<file path="src/baro_pressure_temp_compensation_assert.svh">
// Assertion macros for the barometric compensation block.
// Used by the top level only; expects clk and arst_n in scope.
`ifndef BARO_PRESSURE_TEMP_COMPENSATION_ASSERT_SVH
`define BARO_PRESSURE_TEMP_COMPENSATION_ASSERT_SVH

// same-cycle implication
`define BPTC_ASSERT_IMPL(label, ante, cons, msg) \
	label: assert property (@(posedge clk) disable iff (!arst_n) (ante) |-> (cons)) \
		else $error(msg);

// next-cycle implication
`define BPTC_ASSERT_NEXT(label, ante, cons, msg) \
	label: assert property (@(posedge clk) disable iff (!arst_n) (ante) |=> (cons)) \
		else $error(msg);

`endif

</file>
<file path="src/bptc_pkg.sv">
// Shared types, widths and constants of the barometric compensation block.
// No dependencies; imported by every other file but the assertion macro header.
package bptc_pkg;

	localparam int RAW_W  = 24;
	localparam int COEF_W = 16;
	localparam int IDX_W  = 3;
	localparam int DT_W   = 25;
	localparam int TEMP_W = 19;
	localparam int PRES_W = 32;
	localparam int WIDE_W = 40;
	localparam int T2_W   = 18;
	localparam int SQ_W   = 40;

	localparam int TEMP_REF = 2000;
	localparam int TEMP_LOW = -1500;
	localparam int TEMP_MIN = -262144;
	localparam int TEMP_MAX = 262143;

	typedef logic [RAW_W-1:0]         raw_t;
	typedef logic [COEF_W-1:0]        coef_t;
	typedef logic signed [TEMP_W-1:0] temp_t;
	typedef logic signed [PRES_W-1:0] pres_t;
	typedef logic signed [WIDE_W-1:0] wide_t;

	typedef enum logic [IDX_W-1:0] {
		REG_SENS     = 3'd0,
		REG_OFF      = 3'd1,
		REG_SENS_TC  = 3'd2,
		REG_OFF_TC   = 3'd3,
		REG_TREF     = 3'd4,
		REG_TEMPSENS = 3'd5
	} reg_idx_t;

	typedef struct packed {
		coef_t sens;
		coef_t off;
		coef_t sens_tc;
		coef_t off_tc;
		coef_t tref;
		coef_t tempsens;
	} coef_set_t;

	// first-order terms
	typedef struct packed {
		raw_t              d1;
		temp_t             temp;
		logic [T2_W-1:0]   t2;
		wide_t             off;
		wide_t             sens;
	} fo_t;

	// terms after second-order correction
	typedef struct packed {
		raw_t  d1;
		temp_t temp;
		wide_t off;
		wide_t sens;
	} so_t;

endpackage

</file>
<file path="src/bptc_cfg_regs.sv">
// Calibration word registers behind the plain write port.
// Depends on bptc_pkg.
module bptc_cfg_regs import bptc_pkg::*; (
	input  logic             clk,
	input  logic             arst_n,
	input  logic             cfg_write,
	input  logic [IDX_W-1:0] cfg_index,
	input  coef_t            cfg_data,
	output coef_set_t        coef
);

	coef_set_t coef_q;

	always_ff @(posedge clk or negedge arst_n) begin
		if (!arst_n) begin
			coef_q <= '0;
		end else if (cfg_write) begin
			unique case (reg_idx_t'(cfg_index))
				REG_SENS:     coef_q.sens     <= cfg_data;
				REG_OFF:      coef_q.off      <= cfg_data;
				REG_SENS_TC:  coef_q.sens_tc  <= cfg_data;
				REG_OFF_TC:   coef_q.off_tc   <= cfg_data;
				REG_TREF:     coef_q.tref     <= cfg_data;
				REG_TEMPSENS: coef_q.tempsens <= cfg_data;
				default: ;
			endcase
		end
	end

	assign coef = coef_q;

endmodule

</file>
<file path="config.mk">
export PLATFORM = sky130hd
export DESIGN_NAME = bptc_cfg_regs
export DESIGN_NICKNAME = d
export VERILOG_FILES = /design/src/baro_pressure_temp_compensation_assert.svh /design/src/bptc_pkg.sv /design/src/bptc_cfg_regs.sv
export SDC_FILE = /design/constraint.sdc
export NUM_CORES = 1
export LEC_CHECK = 0
export BUFFER_PORTS_ARGS = -buffer_cell sky130_fd_sc_hd__buf_2
export CAP_MARGIN = 15
export CELL_PAD_IN_SITES_DETAIL_PLACEMENT = 1
export CELL_PAD_IN_SITES_GLOBAL_PLACEMENT = 1
export CORE_MARGIN = 2
export CORE_UTILIZATION = 39
export CTS_BUF_LIST = sky130_fd_sc_hd__clkbuf_4
export CTS_CLUSTER_DIAMETER = 60
export DETAILED_ROUTE_END_ITERATION = 12
export PLACE_DENSITY_LB_ADDON = 0.25
export SLEW_MARGIN = 40
export SYNTH_ARGS = -nofsm -noshare
export SYNTH_HDL_FRONTEND = slang
export SYNTH_SLANG_ARGS = --single-unit
</file>
<file path="constraint.sdc">
create_clock -name clk -period 0.8 [get_ports clk]
set_input_delay 0.12 -clock clk [delete_from_list [all_inputs] [get_ports clk]]
set_output_delay 0.12 -clock clk [all_outputs]
set_load 0.02 [all_outputs]
</file>
==> flow_metrics.env <==
export IMPL_critPathLaunchType="flop"
export IMPL_dp_hpwl_um=6419
export IMPL_grt_pass1_wl_um=16410
export IMPL_drtIter0Drc=63
export IMPL_ir_worst_vdd_mv=1.220
export IMPL_seq_power_share_pct=41.0
export IMPL_yosysSeqAreaShare_pct=65.31
export IMPL_fin_ws_ps=-368.8
export IMPL_cts_tree="built"
export IMPL_synth_fp_nets=230
export IMPL_die_area_um2=10230
export IMPL_gp_congestion=0.7292
export IMPL_io_pins=118
export IMPL_crit_type="reg2out"
export IMPL_overflow=0
export IMPL_routed_wl_um=12210
export IMPL_clkLatencyLatePin_ps=420
export IMPL_path_delay_family="flip-flops"
export IMPL_syn_inst=208
export IMPL_syn_area_um2=3679
export IMPL_initial_core_util_pct=40.00
export IMPL_leakage_nw=3.037
export IMPL_synth_largest_area_cell="dfrtp_1"
export IMPL_skew_ps=0
export IMPL_largest_reg_flops=96
export IMPL_switching_power_w=0.005450
export IMPL_wl_per_cell_um=23.61
export IMPL_ant_nets=0
export IMPL_internal_power_w=0.01138
export IMPL_endpoint_kind="output port"
export IMPL_max_cap_viol_count=0
export IMPL_ys_ff_latch=96
export IMPL_yosysUniqueCellTypes=10
export IMPL_rsz0062_at_grt="yes"
export IMPL_violations="setup timing"
export IMPL_final_common_cell="buf_6"
export IMPL_fmax_mhz=855.6
export IMPL_p_sw_share_pct=32.39
export IMPL_grt_max_degree=48
export IMPL_placed_cells=441
export IMPL_dr_pass1_iters=4
export IMPL_relSlewSlack_pct=83.05
export IMPL_h_tree_depth=3
export IMPL_clock_path_buffers=2
export IMPL_critPathSlowestCell="dfrtp_1"
export IMPL_powerDensity_nw_per_um2=2694
export IMPL_fin_cells=517
export IMPL_synthTopCellsByArea="dfrtp_1, mux2_2, buf_6"
export IMPL_remaining_drc_errors=0
export IMPL_die_width_um=101.1
export IMPL_diodes=0
export IMPL_worstPathMaxFanout=2
export IMPL_root_buffer="clkbuf_4"
export IMPL_yosysWarningCount=0
export IMPL_clkPwrFrac_pct=17.7
export IMPL_portBuffers=117
export IMPL_synth_top_cell_area_share_pct=65.31
export IMPL_hold_viol_final=0
export IMPL_grt_pass1_vias=2805
export IMPL_finalSetupViolCount=159
export IMPL_grt_antenna_before_repair=0
export IMPL_syn_area_per_cell_um2=17.69
export IMPL_grtUsageTotal_pct=21.51
export IMPL_cts_sinks=96
export IMPL_outcome="complete, but fails checks"
export IMPL_place_area_um2=4716
export IMPL_drive_above_1_share_pct=72.41
export IMPL_num_vias=2599
export IMPL_drt_vias_per_instance=5.027
export IMPL_clk_pin_slew_ps=160
export IMPL_core_area_um2=9196
export IMPL_hp_class="in2reg"
export IMPL_fin_crit_sh_pct=146.1
export IMPL_worst_slew_pin_slew_ps=254.2
export IMPL_cts_buffers=9
export IMPL_critical_path_cell_chain="buf_6"
export IMPL_area_delta_synth_final_pct=69.83
export IMPL_cp_required_ps=680
export IMPL_chipHeight_um=101.1
export IMPL_fin_area_um2=6247
export IMPL_rows=35
export IMPL_drv_slew=0
export IMPL_combPwrFrac_pct=41.2
export IMPL_min_period_ps=1169
export IMPL_final_cell_mix="buf_6, dfrtp_1, mux2_4, mux2_2, buf_4"
export IMPL_setup_tns_final_ps=-36670
export IMPL_path_buf_inv=1
export IMPL_nets=424
export IMPL_cp_slowest_stage_delay_ps=450
export IMPL_cp_arrival_ps=1050
-- Yosys cell counts, drive strengths merged --
cell,instances
and4bb,3
buf,10
dfrtp,96
mux2,96
nand4b,2
nor4b,1
-- final cells by class --
type	instances	area [um^2]
tap	111	138.9
multi-input combinational	102	1465
clock buffer	10	75.07
sequential	96	2402
timing repair buffer	193	2085
clock inverter	5	81.33
fill	806	2949
-- what timing repair did --
item,4_1_cts,5_1_grt
hold buffers,16,0
pin swaps,0,2
cloned,0,2
buffers inserted,32,25
setup endpoints to repair,104,176
hold endpoints to repair,161,0
resized for setup,195,64
-- path summary, 6_finish.rpt --
check | startpoint | end | slack, ps | cells past startpoint
hold / removal | cfg_data[15] | coef[31]$_DFFE_PN0P_ | 20 | 2
min in group asynchronous | arst_n | coef[24]$_DFFE_PN0P_ | 170 | 3
max in group asynchronous | arst_n | coef[0]$_DFFE_PN0P_ | 350 | 3
setup / recovery | coef[40]$_DFFE_PN0P_ | coef[40] | -370 | 1
setup reg to reg | coef[59]$_DFFE_PN0P_ | coef[59]$_DFFE_PN0P_ | -250 | 3
hold reg to reg | coef[38]$_DFFE_PN0P_ | coef[38]$_DFFE_PN0P_ | 550 | 1
-- power by group through the flow --
stage               Clock [W]  Combinational, W  Sequential [W]
floorplan                   0           0.00134         0.00788
global placement            0           0.00426         0.00655
detailed placement          0           0.00435         0.00660
CTS                   0.00299           0.00622         0.00674
global route          0.00322           0.00725         0.00702
finish                0.00299           0.00694         0.00690
-- logic make-up after synthesis --
kind of cell | Yosys count | synth area share [%]
buf+inv | 10 | 2.823
flops | 96 | 65.31
simple gates | 6 | 2.483
mux | 96 | 29.39
-- per-layer routing --
metal	vias up	global-route usage, %	part of all wire (%)
met5	-	0	0
met4	0	6.133	1.0
met3	11	4.854	5.0
met2	82	35.51	51
met1	1379	28.67	43
li1	1127	-	-
-- metrics by stage --
stage	total power, W	hold slack (ps)	utilization [%]	worst slack, ps
floorplan	0.009216	-175.6	-	-505.0
global placement	0.01081	105.1	51.28	-449.9
detailed placement	0.01095	104.5	51.28	-480.7
CTS	0.01595	3.150	63.96	-372.5
global route	0.01749	1.502	67.93	-403.8
finish	0.01683	21.89	67.93	-368.8
(Power assumes the default switching activity.)
