[config.mk]
export PLATFORM = sky130hd
export DESIGN_NAME = bptc_second_order
export DESIGN_NICKNAME = d
export VERILOG_FILES = /design/src/baro_pressure_temp_compensation_assert.svh /design/src/bptc_pkg.sv /design/src/bptc_second_order.sv
export SDC_FILE = /design/constraint.sdc
export NUM_CORES = 2
export LEC_CHECK = 0
export BUFFER_PORTS_ARGS = -buffer_cell sky130_fd_sc_hd__buf_2
export CAP_MARGIN = 20
export CORE_ASPECT_RATIO = 1.5
export CORE_UTILIZATION = 45
export CTS_CLUSTER_SIZE = 28
export DETAILED_ROUTE_END_ITERATION = 8
export HOLD_SLACK_MARGIN = 0.02
export PLACE_DENSITY_LB_ADDON = 0.3
export RECOVER_POWER = 100
export SLEW_MARGIN = 20
export SYNTH_ARGS = -nofsm -noshare
export SYNTH_HDL_FRONTEND = slang
export SYNTH_SLANG_ARGS = --single-unit
[constraint.sdc]
create_clock -name clk -period 8.57 [get_ports clk]
set_input_delay 0.4285 -clock clk [delete_from_list [all_inputs] [get_ports clk]]
set_output_delay 0.4285 -clock clk [all_outputs]
set_load 0.05 [all_outputs]
[src/baro_pressure_temp_compensation_assert.svh]
// Assertion macros for the barometric compensation block.
// Used by the top level only; expects clk and arst_n in scope.
`ifndef BARO_PRESSURE_TEMP_COMPENSATION_ASSERT_SVH
`define BARO_PRESSURE_TEMP_COMPENSATION_ASSERT_SVH

// same-cycle implication
`define BPTC_ASSERT_IMPL(label, ante, cons, msg) \
	label: assert property (@(posedge clk) disable iff (!arst_n) (ante) |-> (cons)) \
		else $error(msg);

// next-cycle implication
`define BPTC_ASSERT_NEXT(label, ante, cons, msg) \
	label: assert property (@(posedge clk) disable iff (!arst_n) (ante) |=> (cons)) \
		else $error(msg);

`endif

[src/bptc_pkg.sv]
// Shared types, widths and constants of the barometric compensation block.
// No dependencies; imported by every other file but the assertion macro header.
package bptc_pkg;

	localparam int RAW_W  = 24;
	localparam int COEF_W = 16;
	localparam int IDX_W  = 3;
	localparam int DT_W   = 25;
	localparam int TEMP_W = 19;
	localparam int PRES_W = 32;
	localparam int WIDE_W = 40;
	localparam int T2_W   = 18;
	localparam int SQ_W   = 40;

	localparam int TEMP_REF = 2000;
	localparam int TEMP_LOW = -1500;
	localparam int TEMP_MIN = -262144;
	localparam int TEMP_MAX = 262143;

	typedef logic [RAW_W-1:0]         raw_t;
	typedef logic [COEF_W-1:0]        coef_t;
	typedef logic signed [TEMP_W-1:0] temp_t;
	typedef logic signed [PRES_W-1:0] pres_t;
	typedef logic signed [WIDE_W-1:0] wide_t;

	typedef enum logic [IDX_W-1:0] {
		REG_SENS     = 3'd0,
		REG_OFF      = 3'd1,
		REG_SENS_TC  = 3'd2,
		REG_OFF_TC   = 3'd3,
		REG_TREF     = 3'd4,
		REG_TEMPSENS = 3'd5
	} reg_idx_t;

	typedef struct packed {
		coef_t sens;
		coef_t off;
		coef_t sens_tc;
		coef_t off_tc;
		coef_t tref;
		coef_t tempsens;
	} coef_set_t;

	// first-order terms
	typedef struct packed {
		raw_t              d1;
		temp_t             temp;
		logic [T2_W-1:0]   t2;
		wide_t             off;
		wide_t             sens;
	} fo_t;

	// terms after second-order correction
	typedef struct packed {
		raw_t  d1;
		temp_t temp;
		wide_t off;
		wide_t sens;
	} so_t;

endpackage

[src/bptc_second_order.sv]
// Stages 4-6: squares of the temperature deviation, OFF2/SENS2/T2, and their
// subtraction. Depends on bptc_pkg.
module bptc_second_order import bptc_pkg::*; (
	input  logic clk,
	input  logic arst_n,
	input  logic in_valid,
	output logic in_ready,
	input  fo_t  in_data,
	output logic out_valid,
	input  logic out_ready,
	output so_t  out_data
);

	logic v_s4, v_s5, v_s6;
	logic rdy_s4, rdy_s5, rdy_s6;

	fo_t             fo_s4, fo_s5;
	logic [SQ_W-1:0] sq_a_s4, sq_b_s4;
	logic            lt_ref_s4, lt_low_s4;
	logic [WIDE_W-1:0] off2_s5, sens2_s5;
	logic [T2_W-1:0]   t2_s5;
	so_t             so_s6;

	logic signed [19:0] dev_ref, dev_low;
	logic signed [SQ_W-1:0] sq_a_n, sq_b_n;
	logic [41:0] five_a;
	logic [42:0] seven_b, eleven_b, off2_n, sens2_n;
	logic signed [19:0] temp_c;
	temp_t temp_sat;

	assign rdy_s6 = !v_s6 || out_ready;
	assign rdy_s5 = !v_s5 || rdy_s6;
	assign rdy_s4 = !v_s4 || rdy_s5;
	assign in_ready = rdy_s4;

	assign dev_ref = 20'(in_data.temp) - 20'(TEMP_REF);
	assign dev_low = 20'(in_data.temp) - 20'(TEMP_LOW);
	assign sq_a_n  = dev_ref * dev_ref;
	assign sq_b_n  = dev_low * dev_low;

	assign five_a   = {sq_a_s4, 2'b00} + {2'b00, sq_a_s4};
	assign seven_b  = {sq_b_s4, 3'b000} - {3'b000, sq_b_s4};
	assign eleven_b = {sq_b_s4, 3'b000} + {2'b00, sq_b_s4, 1'b0} + {3'b000, sq_b_s4};

	always_comb begin
		off2_n  = {2'b00, five_a[41:1]};
		sens2_n = {3'b000, five_a[41:2]};
		if (lt_low_s4) begin
			off2_n  = off2_n + seven_b;
			sens2_n = sens2_n + {1'b0, eleven_b[42:1]};
		end
		if (!lt_ref_s4) begin
			off2_n  = '0;
			sens2_n = '0;
		end
	end

	assign temp_c = 20'(fo_s5.temp) - $signed({2'b00, t2_s5});

	always_comb begin
		if (temp_c > 20'(TEMP_MAX)) begin
			temp_sat = TEMP_W'(TEMP_MAX);
		end else if (temp_c < 20'(TEMP_MIN)) begin
			temp_sat = TEMP_W'(TEMP_MIN);
		end else begin
			temp_sat = temp_c[TEMP_W-1:0];
		end
	end

	always_ff @(posedge clk or negedge arst_n) begin
		if (!arst_n) begin
			v_s4 <= 1'b0;
			v_s5 <= 1'b0;
			v_s6 <= 1'b0;
		end else begin
			if (rdy_s4) v_s4 <= in_valid;
			if (rdy_s5) v_s5 <= v_s4;
			if (rdy_s6) v_s6 <= v_s5;
		end
	end

	always_ff @(posedge clk) begin
		if (rdy_s4 && in_valid) begin
			fo_s4     <= in_data;
			sq_a_s4   <= sq_a_n;
			sq_b_s4   <= sq_b_n;
			lt_ref_s4 <= in_data.temp < TEMP_W'(TEMP_REF);
			lt_low_s4 <= in_data.temp < TEMP_W'(TEMP_LOW);
		end
		if (rdy_s5 && v_s4) begin
			fo_s5    <= fo_s4;
			off2_s5  <= off2_n[WIDE_W-1:0];
			sens2_s5 <= sens2_n[WIDE_W-1:0];
			t2_s5    <= lt_ref_s4 ? fo_s4.t2 : '0;
		end
		if (rdy_s6 && v_s5) begin
			so_s6.d1   <= fo_s5.d1;
			so_s6.temp <= temp_sat;
			so_s6.off  <= fo_s5.off - off2_s5;
			so_s6.sens <= fo_s5.sens - sens2_s5;
		end
	end

	assign out_valid = v_s6;
	assign out_data  = so_s6;

endmodule

==> flow_metrics.env <==
export IMPL_path_delay_family="adder cells"
export IMPL_crit_type="in2reg"
export IMPL_drt_total_wl_um=150000
export IMPL_start_kind="input port"
export IMPL_slowest_delay_ps=540
export IMPL_rsz0062_at_grt="false"
export IMPL_path_clk_slew_ps=70
export IMPL_ctsHtreeMaxLevel=2
export IMPL_finish_utilization_pct=51.9
export IMPL_crit_arrival_ps=8640
export IMPL_syn_inst=5570
export IMPL_ys_flop_type="edfxtp_1"
export IMPL_multiInputGateArea_sq_um=37100
export IMPL_crit_fanout=10
export IMPL_clock_path_buffers=3
export IMPL_hpwl_um=125000
export IMPL_fin_skew_ps=62.6
export IMPL_ys_seq_elements=565
export IMPL_area_growth_pct=14.6
export IMPL_cts_resized=0
export IMPL_cp_required_ps=9010
export IMPL_synth_cell_types=81
export IMPL_outcome="finished with violations"
export IMPL_hp_start="out_ready"
export IMPL_hold_viol=0
export IMPL_synth_largest_area_cell="fa_1"
export IMPL_overflow=0
export IMPL_layout_min_cycle_time_ps=8200
export IMPL_crit_slowest_cell="fa_1"
export IMPL_antenna_found_initial=2
export IMPL_drc=0
export IMPL_worst_slew_pin_slew_ps=4030
export IMPL_setup_viol=0
export IMPL_min_path_cells=4
export IMPL_pin_count=270
export IMPL_die_height_um=445
export IMPL_drtPass1Iterations=5
export IMPL_grt_pass1_wl_um=237000
export IMPL_final_antenna_net_count=0
export IMPL_grt_max_degree=145
export IMPL_synth_area_leaders="fa_1, edfxtp_1, ha_1"
export IMPL_regToRegSetupSlack_ps=1240
export IMPL_worst_path_most_repeated_cell="fa_1"
export IMPL_finalCritPeriodShare_pct=95.7
export IMPL_end_kind="flip-flop"
export IMPL_layout_nets=7738
export IMPL_grt_pass1_vias=44410
export IMPL_drt_iter0_drc=1891
export IMPL_cts_made_buffers=54
export IMPL_syn_area_per_cell_sq_um=10.6
export IMPL_worstSkewPairLatency_ps=680
export IMPL_r2r_end="off2_s5[36]"
export IMPL_gp_congestion=0.940
export IMPL_cp_num_buf_inv=11
export IMPL_mappedNetlistArea_sq_um=58900
export IMPL_path_depth=33
export IMPL_synth_edff_count=562
export IMPL_wl_per_cell_um=18.7
export IMPL_reg2reg_depth=23
export IMPL_die_area_sq_um=132000
export IMPL_violations="capacitance limit, slew limit"
export IMPL_yosys_warnings=0
export IMPL_die_x_um=297
export IMPL_async_flop_share_pct=0.531
export IMPL_post_cts_buffers=0
export IMPL_start_util_pct=45.3
export IMPL_grt_use_total_pct=23.0
export IMPL_rows=162
export IMPL_core_sq_um=130000
export IMPL_root_buffer="clkbuf_16"
export IMPL_cap_violations=9
export IMPL_cts_sinks=565
export IMPL_hold_path_endpoint="v_s5"
export IMPL_vias_per_cell=5.11
export IMPL_seq_area_sq_um=17000
export IMPL_maxSlewHeadroom_pct=-169
export IMPL_cts_tree="built"
export IMPL_num_fill_cells=11639
export IMPL_rr_startpoint="sq_a_s4[2]"
export IMPL_dr_total_vias=41097
export IMPL_synth_seq_area_share_pct=28.8
export IMPL_drv_slew=597
export IMPL_drive_gt1_share_pct=8.52
export IMPL_whs_ps=95.5
export IMPL_fmax_mhz=122
export IMPL_yosys_area_top_type_share_pct=28.8
export IMPL_min_delay_path_class="in2reg"
export IMPL_port_buffer_count=269
export IMPL_syn_num_nets=7029
-- synth_stat cells, types with 5 or more instances --
| master | instances |
|---|---|
| inv_1 | 1166 |
| fa_1 | 846 |
| edfxtp_1 | 562 |
| ha_1 | 468 |
| nand2_1 | 354 |
| nor2_1 | 324 |
| a21oi_1 | 322 |
| xnor2_1 | 232 |
| o21ai_0 | 174 |
| a21o_1 | 166 |
| xor2_1 | 117 |
| and2_1 | 102 |
| clkbuf_1 | 96 |
| nand2b_1 | 79 |
| nor2b_1 | 55 |
| o21a_1 | 47 |
| nor3_1 | 46 |
| nand3_1 | 43 |
| a31oi_1 | 33 |
| o21bai_1 | 32 |
| and3_1 | 26 |
| nand4_1 | 23 |
| a211oi_1 | 21 |
| o31ai_1 | 21 |
| o22ai_1 | 12 |
| or3_1 | 11 |
| a211o_1 | 10 |
| a21boi_0 | 9 |
| a41oi_1 | 9 |
| or2_2 | 9 |
| a221oi_1 | 8 |
| a31o_2 | 8 |
| mux2i_1 | 8 |
| o211ai_1 | 8 |
| o31a_1 | 8 |
| clkinv_1 | 7 |
| nor3b_1 | 7 |
| nor4_1 | 7 |
| o2111ai_1 | 6 |
| a2111oi_0 | 5 |
| inv_2 | 5 |
| nand3b_1 | 5 |
| nor4b_1 | 5 |
-- tightest hold or removal path, stage by stage --
cell and delay (ps):
buf_2 90, nor2b_1 50, nand2_1 70, nand2b_1 60
-- registers in the layout, indices dropped and copies added, names as in the netlist, 18 cells and up --
register and count:
fo_s4 141, out_data 123, fo_s5 123, sq_b_s4 37, t2_s5 18, sq_a_s4 38, sens2_s5 40, off2_s5 40
-- through the flow --
| stage | area [sq um] | setup WS (ps) | cells | TNS [ps] |
|---|---|---|---|---|
| finish | 67500 | 368 | 8046 | 0 |
| global route | 67500 | 50.3 | 8046 | 0 |
| CTS | 67900 | 447 | 8045 | 0 |
| detailed placement | 64900 | -288 | 7819 | -2480 |
| global placement | 64900 | -202 | 7819 | -1010 |
| floorplan | 58900 | -88.3 | 5570 | -88.3 |
-- metal layers --
metal | global-route usage (%) | up-vias | share of wire, %
met3 | 1.96 | 353 | 3.2
met2 | 44.4 | 937 | 54
met1 | 24.7 | 20321 | 37
met4 | 12.2 | 2 | 6.2
met5 | 0 | - | 0.011
li1 | - | 19484 | -
-- kinds of logic after synthesis --
group           after synthesis  synth area share [%]
fa+ha+maj                  1314                  38.7
simple gates               1107                  8.78
buf+inv                    1280                  8.17
flops                       565                  28.8
other cells                   1               0.00637
mux                           8                 0.136
xor+xnor                    350                  5.23
compound gates              945                  10.2
-- cells in the final DEF, fill, tap and decap left out, drive strengths merged, types with 43 or more instances in the layout --
cell type and instances:
a21o 166, fa 846, o21ai 176, edfxtp 562
and2 102, nand2 354, nor2 324, clkbuf 280
dlygate4sd3 126, nand3 43, a21oi 325, nor3 46
nor2b 55, nand2b 79, inv 1176, xnor2 232
buf 410, ha 468, o21a 47, xor2 117
-- what timing repair did --
action | CTS | global route
hold buffers | 126 | 0
endpoints found under the setup margin | 0 | 0
hold endpoints to repair | 128 | 0
-- worst max path at each step --
stage,from,endpoint,slack (ps)
floorplan,in_data[102],sq_b_s4[39],-90
global placement,in_data[101],sq_b_s4[39],-200
detailed placement,in_data[101],sq_b_s4[33],-290
CTS,in_data[101],sq_b_s4[33],450
global route,in_data[100],sq_b_s4[39],50
finish,in_data[109],sq_b_s4[33],370
-- cell type report --
cell class,count,area share (%)
multi-input combinational,3725,55.0
sequential,565,25.1
timing repair buffer,755,7.58
inverter,1178,6.55
tap,1722,3.19
clock buffer,61,2.04
clock inverter,39,0.534
antenna,1,0.00371
Power is left out: the tool's default activity adds up to more than one toggle a clock period on the data nets, which glitch-free logic cannot reach.
