`config.mk`:
```
export PLATFORM = sky130hd
export DESIGN_NAME = bptc_first_order_flat
export DESIGN_NICKNAME = d
export VERILOG_FILES = /design/src/baro_pressure_temp_compensation_assert.svh /design/src/bptc_pkg.sv /design/src/bptc_sample_if.sv /design/src/bptc_first_order.sv /design/src/flat_wrapper.sv
export SDC_FILE = /design/constraint.sdc
export NUM_CORES = 2
export LEC_CHECK = 0
export ABC_CLOCK_PERIOD_IN_PS = 13100
export BUFFER_PORTS_ARGS = -buffer_cell sky130_fd_sc_hd__clkbuf_2
export CAP_MARGIN = 20
export CORE_MARGIN = 1
export CORE_UTILIZATION = 40
export CTS_CLUSTER_SIZE = 40
export DETAILED_ROUTE_END_ITERATION = 12
export GPL_TIMING_DRIVEN = 0
export HOLD_SLACK_MARGIN = 0.12
export PLACE_DENSITY = 0.65
export RECOVER_POWER = 25
export SLEW_MARGIN = 10
export SYNTH_ARGS = -nofsm -noshare
export SYNTH_HDL_FRONTEND = slang
export SYNTH_SLANG_ARGS = --single-unit
```
`constraint.sdc`:
```
create_clock -name clk -period 13.1 [get_ports clk]
set_input_delay 2.62 -clock clk [delete_from_list [all_inputs] [get_ports clk]]
set_output_delay 2.62 -clock clk [all_outputs]
set_load 0.02 [all_outputs]
```
`src/baro_pressure_temp_compensation_assert.svh`:
```
// Assertion macros for the barometric compensation block.
// Used by the top level only; expects clk and arst_n in scope.
`ifndef BARO_PRESSURE_TEMP_COMPENSATION_ASSERT_SVH
`define BARO_PRESSURE_TEMP_COMPENSATION_ASSERT_SVH

// same-cycle implication
`define BPTC_ASSERT_IMPL(label, ante, cons, msg) \
	label: assert property (@(posedge clk) disable iff (!arst_n) (ante) |-> (cons)) \
		else $error(msg);

// next-cycle implication
`define BPTC_ASSERT_NEXT(label, ante, cons, msg) \
	label: assert property (@(posedge clk) disable iff (!arst_n) (ante) |=> (cons)) \
		else $error(msg);

`endif

```
`src/bptc_pkg.sv`:
```
// Shared types, widths and constants of the barometric compensation block.
// No dependencies; imported by every other file but the assertion macro header.
package bptc_pkg;

	localparam int RAW_W  = 24;
	localparam int COEF_W = 16;
	localparam int IDX_W  = 3;
	localparam int DT_W   = 25;
	localparam int TEMP_W = 19;
	localparam int PRES_W = 32;
	localparam int WIDE_W = 40;
	localparam int T2_W   = 18;
	localparam int SQ_W   = 40;

	localparam int TEMP_REF = 2000;
	localparam int TEMP_LOW = -1500;
	localparam int TEMP_MIN = -262144;
	localparam int TEMP_MAX = 262143;

	typedef logic [RAW_W-1:0]         raw_t;
	typedef logic [COEF_W-1:0]        coef_t;
	typedef logic signed [TEMP_W-1:0] temp_t;
	typedef logic signed [PRES_W-1:0] pres_t;
	typedef logic signed [WIDE_W-1:0] wide_t;

	typedef enum logic [IDX_W-1:0] {
		REG_SENS     = 3'd0,
		REG_OFF      = 3'd1,
		REG_SENS_TC  = 3'd2,
		REG_OFF_TC   = 3'd3,
		REG_TREF     = 3'd4,
		REG_TEMPSENS = 3'd5
	} reg_idx_t;

	typedef struct packed {
		coef_t sens;
		coef_t off;
		coef_t sens_tc;
		coef_t off_tc;
		coef_t tref;
		coef_t tempsens;
	} coef_set_t;

	// first-order terms
	typedef struct packed {
		raw_t              d1;
		temp_t             temp;
		logic [T2_W-1:0]   t2;
		wide_t             off;
		wide_t             sens;
	} fo_t;

	// terms after second-order correction
	typedef struct packed {
		raw_t  d1;
		temp_t temp;
		wide_t off;
		wide_t sens;
	} so_t;

endpackage

```
`src/bptc_sample_if.sv`:
```
// Input channel: one raw pressure / temperature pair per transaction.
// Depends on bptc_pkg.
interface bptc_sample_if import bptc_pkg::*; ();
	logic valid;
	logic ready;
	raw_t raw_pressure;
	raw_t raw_temperature;

	modport source(output valid, raw_pressure, raw_temperature, input ready);
	modport sink(input valid, raw_pressure, raw_temperature, output ready);
endinterface

```
`src/bptc_first_order.sv`:
```
// Stages 1-3: dT, the four dT products, first-order TEMP, OFF, SENS and T2.
// Depends on bptc_pkg and bptc_sample_if.
module bptc_first_order import bptc_pkg::*; (
	input  logic          clk,
	input  logic          arst_n,
	input  coef_set_t     coef,
	bptc_sample_if.sink   sample,
	output logic          out_valid,
	input  logic          out_ready,
	output fo_t           out_data
);

	logic v_s1, v_s2, v_s3;
	logic rdy_s1, rdy_s2, rdy_s3;

	raw_t                   d1_s1, d1_s2;
	logic signed [DT_W-1:0] dt_s1;
	logic signed [41:0]     p6_s2, p4_s2, p3_s2;
	logic signed [49:0]     pdd_s2;
	fo_t                    fo_s3;

	logic signed [DT_W-1:0] dt_n;
	logic                   fix6, fix4, fix3;
	logic signed [19:0]     temp_n;
	wide_t                  off_n, sens_n;

	assign rdy_s3 = !v_s3 || out_ready;
	assign rdy_s2 = !v_s2 || rdy_s3;
	assign rdy_s1 = !v_s1 || rdy_s2;
	assign sample.ready = rdy_s1;

	assign dt_n = $signed({1'b0, sample.raw_temperature}) - $signed({1'b0, coef.tref, 8'h00});

	// truncation toward zero: add one to the floor when negative and inexact
	assign fix6 = p6_s2[41] & (|p6_s2[22:0]);
	assign fix4 = p4_s2[41] & (|p4_s2[6:0]);
	assign fix3 = p3_s2[41] & (|p3_s2[7:0]);

	assign temp_n = 20'(TEMP_REF) + {p6_s2[41], p6_s2[41:23]} + {19'd0, fix6};
	assign off_n  = {8'h00, coef.off, 16'h0000} + {{5{p4_s2[41]}}, p4_s2[41:7]}
		+ {39'd0, fix4};
	assign sens_n = {9'd0, coef.sens, 15'd0} + {{6{p3_s2[41]}}, p3_s2[41:8]}
		+ {39'd0, fix3};

	always_ff @(posedge clk or negedge arst_n) begin
		if (!arst_n) begin
			v_s1 <= 1'b0;
			v_s2 <= 1'b0;
			v_s3 <= 1'b0;
		end else begin
			if (rdy_s1) v_s1 <= sample.valid;
			if (rdy_s2) v_s2 <= v_s1;
			if (rdy_s3) v_s3 <= v_s2;
		end
	end

	always_ff @(posedge clk) begin
		if (rdy_s1 && sample.valid) begin
			d1_s1 <= sample.raw_pressure;
			dt_s1 <= dt_n;
		end
		if (rdy_s2 && v_s1) begin
			d1_s2  <= d1_s1;
			p6_s2  <= dt_s1 * $signed({1'b0, coef.tempsens});
			p4_s2  <= dt_s1 * $signed({1'b0, coef.off_tc});
			p3_s2  <= dt_s1 * $signed({1'b0, coef.sens_tc});
			pdd_s2 <= dt_s1 * dt_s1;
		end
		if (rdy_s3 && v_s2) begin
			fo_s3.d1   <= d1_s2;
			fo_s3.temp <= temp_n[TEMP_W-1:0];
			fo_s3.t2   <= pdd_s2[48:31];
			fo_s3.off  <= off_n;
			fo_s3.sens <= sens_n;
		end
	end

	assign out_valid = v_s3;
	assign out_data  = fo_s3;

endmodule

```
`src/flat_wrapper.sv`:
```
// flat-port wrapper written by rule: the top's interface ports become plain ports
module bptc_first_order_flat import bptc_pkg::*;
  (clk, arst_n, coef, out_valid, out_ready, out_data, sample_valid, sample_raw_pressure, sample_raw_temperature, sample_ready);
  bptc_sample_if sample_i ();
  input  logic clk;
  input  logic arst_n;
  input  coef_set_t coef;
  output logic out_valid;
  input  logic out_ready;
  output fo_t out_data;
  input wire logic [$bits(sample_i.valid)-1:0] sample_valid;
  input wire logic [$bits(sample_i.raw_pressure)-1:0] sample_raw_pressure;
  input wire logic [$bits(sample_i.raw_temperature)-1:0] sample_raw_temperature;
  output wire logic [$bits(sample_i.ready)-1:0] sample_ready;
  assign sample_i.valid = sample_valid;
  assign sample_i.raw_pressure = sample_raw_pressure;
  assign sample_i.raw_temperature = sample_raw_temperature;
  assign sample_ready = sample_i.ready;
  bptc_first_order u_core (.clk(clk), .arst_n(arst_n), .coef(coef), .sample(sample_i), .out_valid(out_valid), .out_ready(out_ready), .out_data(out_data));
endmodule
```
==> summary.md <==
| Metric | Value |
|---|---|
| Status | complete, but fails checks |
| Failing checks | capacitance limit, slew limit |
| Clock Skew | 0.0379 ns |
| # rows | 160 |
| Clk root buf | clkbuf_16 |
| Largest area contributor in the netlist | fa_1 |
| # setup viols final | 0 |
| Later-pin clock latency in the skew report | 0.67 ns |
| Worst hold start | u_core.pdd_s2[32]$_DFFE_PP_ |
| Post-CTS Hold Buffers | 0 |
| Largest net degree at the start of global routing | 60 |
| Fin nets | 10.6k |
| Commonest cells in the netlist | inv_1 (2,038), fa_1 (1,773), nand2_1 (993) |
| Die area | 194,000 um^2 |
| I/O pins | 291 |
| Worst Path Max Fanout | 10 |
| Dpl hpwl | 202,000 um |
| Slew headroom | -0.940 |
| Flop2flop setup slack | 3.34 ns |
| Final Critical Period | 9.77 ns |
| Synth top area cells | fa_1 (46%), edfxtp_1 (14%), inv_1 (9.9%) |
| Most frequent cell after synthesis | inv_1 |
| Netlist cell types | 86 |
| Remaining Overflow, GRT | 0 |
| Crit Path Category | in -> reg |
| Initial Utilization | 0.404 |
| GRT Overall Usage | 0.254 |
| HP Class | reg -> reg |
| Wire per inst | 22.3 um |
| Final ANT Viol Nets | 0 |
| CTS sink cnt | 361 |
| Worst-path clk slew | 0.07 ns |
| Post-synthesis sequential area ratio | 0.140 |
| Worst Tran Pin Value | 2.91 ns |
| F_max | 102 MHz |
| EDFF count, synth | 358 |
| RSZ-0062 raised after global routing | false |
| Detailed Route Iter0 Violations | 4,504 |
| Syn Nets | 10.2k |
| Yosys top cell area share | 0.461 |
| Post-synth top flop | edfxtp_1 |
| Setup tns final | 0 ns |
| Number of vias per cell | 5.14 |
| Post-Syn Instances | 7,790 |
| Vias in the first global route | 60.1k |
| Worst Setup End Kind | register |
| Post-cts sizing count | 0 |
| Setup crit start kind | input port |
| First-pass GRT wire length | 365,000 um |
| Area after DPL | 82,100 um^2 |
| Layout cell share with drive strength beyond 1 | 0.0515 |
| Mapped Area | 77,100 um^2 |
| Max_cap viols | 3 |
| Tcrit/Tclk final | 0.746 |
| Finished Core Util | 0.439 |
| CTS tree | yes |
| # port buffers | 272 |
| #FFs+latches synth | 361 |
| Syn avg cell area | 9.89 um^2 |
| Post-synthesis async set-or-reset flop share | 0.00831 |
| Worst EP required | 13.51 ns |
| Detailed-route via count | 55.1k |
| Horiz. Die Dim | 441 um |
| Hold path depth | 0 |
| Initial antenna violation count | 44 |
| DRC | 0 |
| Area grow syn2layout | 8.75% |
| Yosys warnings | 0 |
| Final Hold Viols | 0 |
| Final slew viol count | 74 |
| Hold Path Sink | u_core.out_data[81]$_DFFE_PP_ |
| CTS max path bufs | 3 |
| Die height | 441 um |
| Finished Cell Area | 83,800 um^2 |
| Drt first pass iters | 6 |
| Total wire length | 240,000 um |
| Reg-to-Reg End | u_core.pdd_s2[48]$_DFFE_PP_ |
| Reg2reg start | u_core.dt_s1[24]$_DFFE_PP_ |
| Routability cong. | 1.02 |
| FF-to-FF path depth | 25 |
| H-tree Lvls | 2 |
| Core area | 191,000 um^2 |
| Fill cells | 18.2k |
| Setup bufs post-CTS | 0 |
| TritonCTS Buffers | 42 |
| Worst path arrival time | 10.18 ns |
[worst max path at each step]
stage | startpoint | to | slack, ns | cells past startpoint
4_1_cts | u_core.dt_s1[24]$_DFFE_PP_ | u_core.pdd_s2[48]$_DFFE_PP_ | 3.40 | 25
2_1_floorplan | coef[37] | u_core.p4_s2[38]$_DFFE_PP_ | 4.26 | 24
3_3_place_gp | coef[40] | u_core.p4_s2[38]$_DFFE_PP_ | 2.88 | 24
5_1_grt | coef[40] | u_core.p4_s2[38]$_DFFE_PP_ | 2.95 | 24
3_5_place_dp | coef[40] | u_core.p4_s2[38]$_DFFE_PP_ | 2.78 | 24
6_report | coef[40] | u_core.p4_s2[38]$_DFFE_PP_ | 3.33 | 24
[cell families after synthesis]
| kind of cell | synth area share |
|---|---|
| XOR/XNOR | 0.0324 |
| adder cells (fa/ha/maj) | 0.543 |
| AND/OR/NAND/NOR | 0.128 |
| buffers and inverters | 0.115 |
| AO/OA/AOI/OAI | 0.0408 |
| flip-flops | 0.140 |
| multiplexers | 0.000130 |
[layout make-up]
type | instances | area (um^2) | area share
diodes | 32 | 80.1 | 0.000956
plain buffers | 326 | 1230 | 0.0147
clock inverters | 32 | 357 | 0.00426
repair buffers | 323 | 2100 | 0.0250
inverters | 2038 | 7650 | 0.0913
flip-flops and latches | 361 | 10800 | 0.129
well taps | 2511 | 3140 | 0.0375
multi-input cells | 5065 | 57400 | 0.684
clock buffers | 44 | 1060 | 0.0126
[per-layer routing]
metal / vias to the layer above / wire length [um] / track usage
met2: 2681 / 110000 / 0.403
met1: 28000 / 87300 / 0.305
li1: 23700 / - / -
met4: 30 / 17700 / 0.165
met5: - / 192 / 0
met3: 773 / 24800 / 0.0685
[state kept, by name, indices dropped and copies added, names as in the netlist, 18 cells and up]
signal / count
u_core.d1_s1: 24
u_core.p4_s2: 42
u_core.out_data: 141
u_core.d1_s2: 24
u_core.dt_s1: 25
u_core.p6_s2: 42
u_core.p3_s2: 42
u_core.pdd_s2: 18
[cell usage in the layout (no fill, tap or decap), types with 135 or more instances in the layout]
cell / instances
nand2_1: 993
clkbuf_2: 268
ha_1: 508
edfxtp_1: 358
a21oi_1: 135
fa_1: 1773
clkbuf_1: 326
inv_1: 2038
xnor2_1: 208
and2_1: 608
[worst max-delay path, stage by stage]
cell	delay (ns)
clkbuf_1	0.45
clkbuf_1	0.60
nand2_1	0.17
fa_1	0.56
inv_1	0.05
fa_1	0.50
inv_1	0.07
fa_1	0.59
inv_1	0.07
fa_1	0.47
inv_1	0.05
fa_1	0.47
inv_1	0.05
fa_1	0.44
ha_1	0.35
a211o_1	0.31
or3_1	0.35
nor4b_1	0.60
nor2_1	0.20
a21oi_1	0.30
a21oi_1	0.21
o31ai_1	0.39
o21bai_1	0.13
xor2_1	0.15
[per-stage QoR]
step	setup WS (ns)	instances	hold WS, ns
floorplan	4.26	7790	0.400
global placement	2.88	10600	0.401
detailed placement	2.78	10600	0.405
CTS	3.40	10700	0.413
global route	2.95	10700	0.423
finish	3.33	10700	0.418
Power is left out: the tool's default activity adds up to more than one toggle a clock period on the data nets, which glitch-free logic cannot reach.
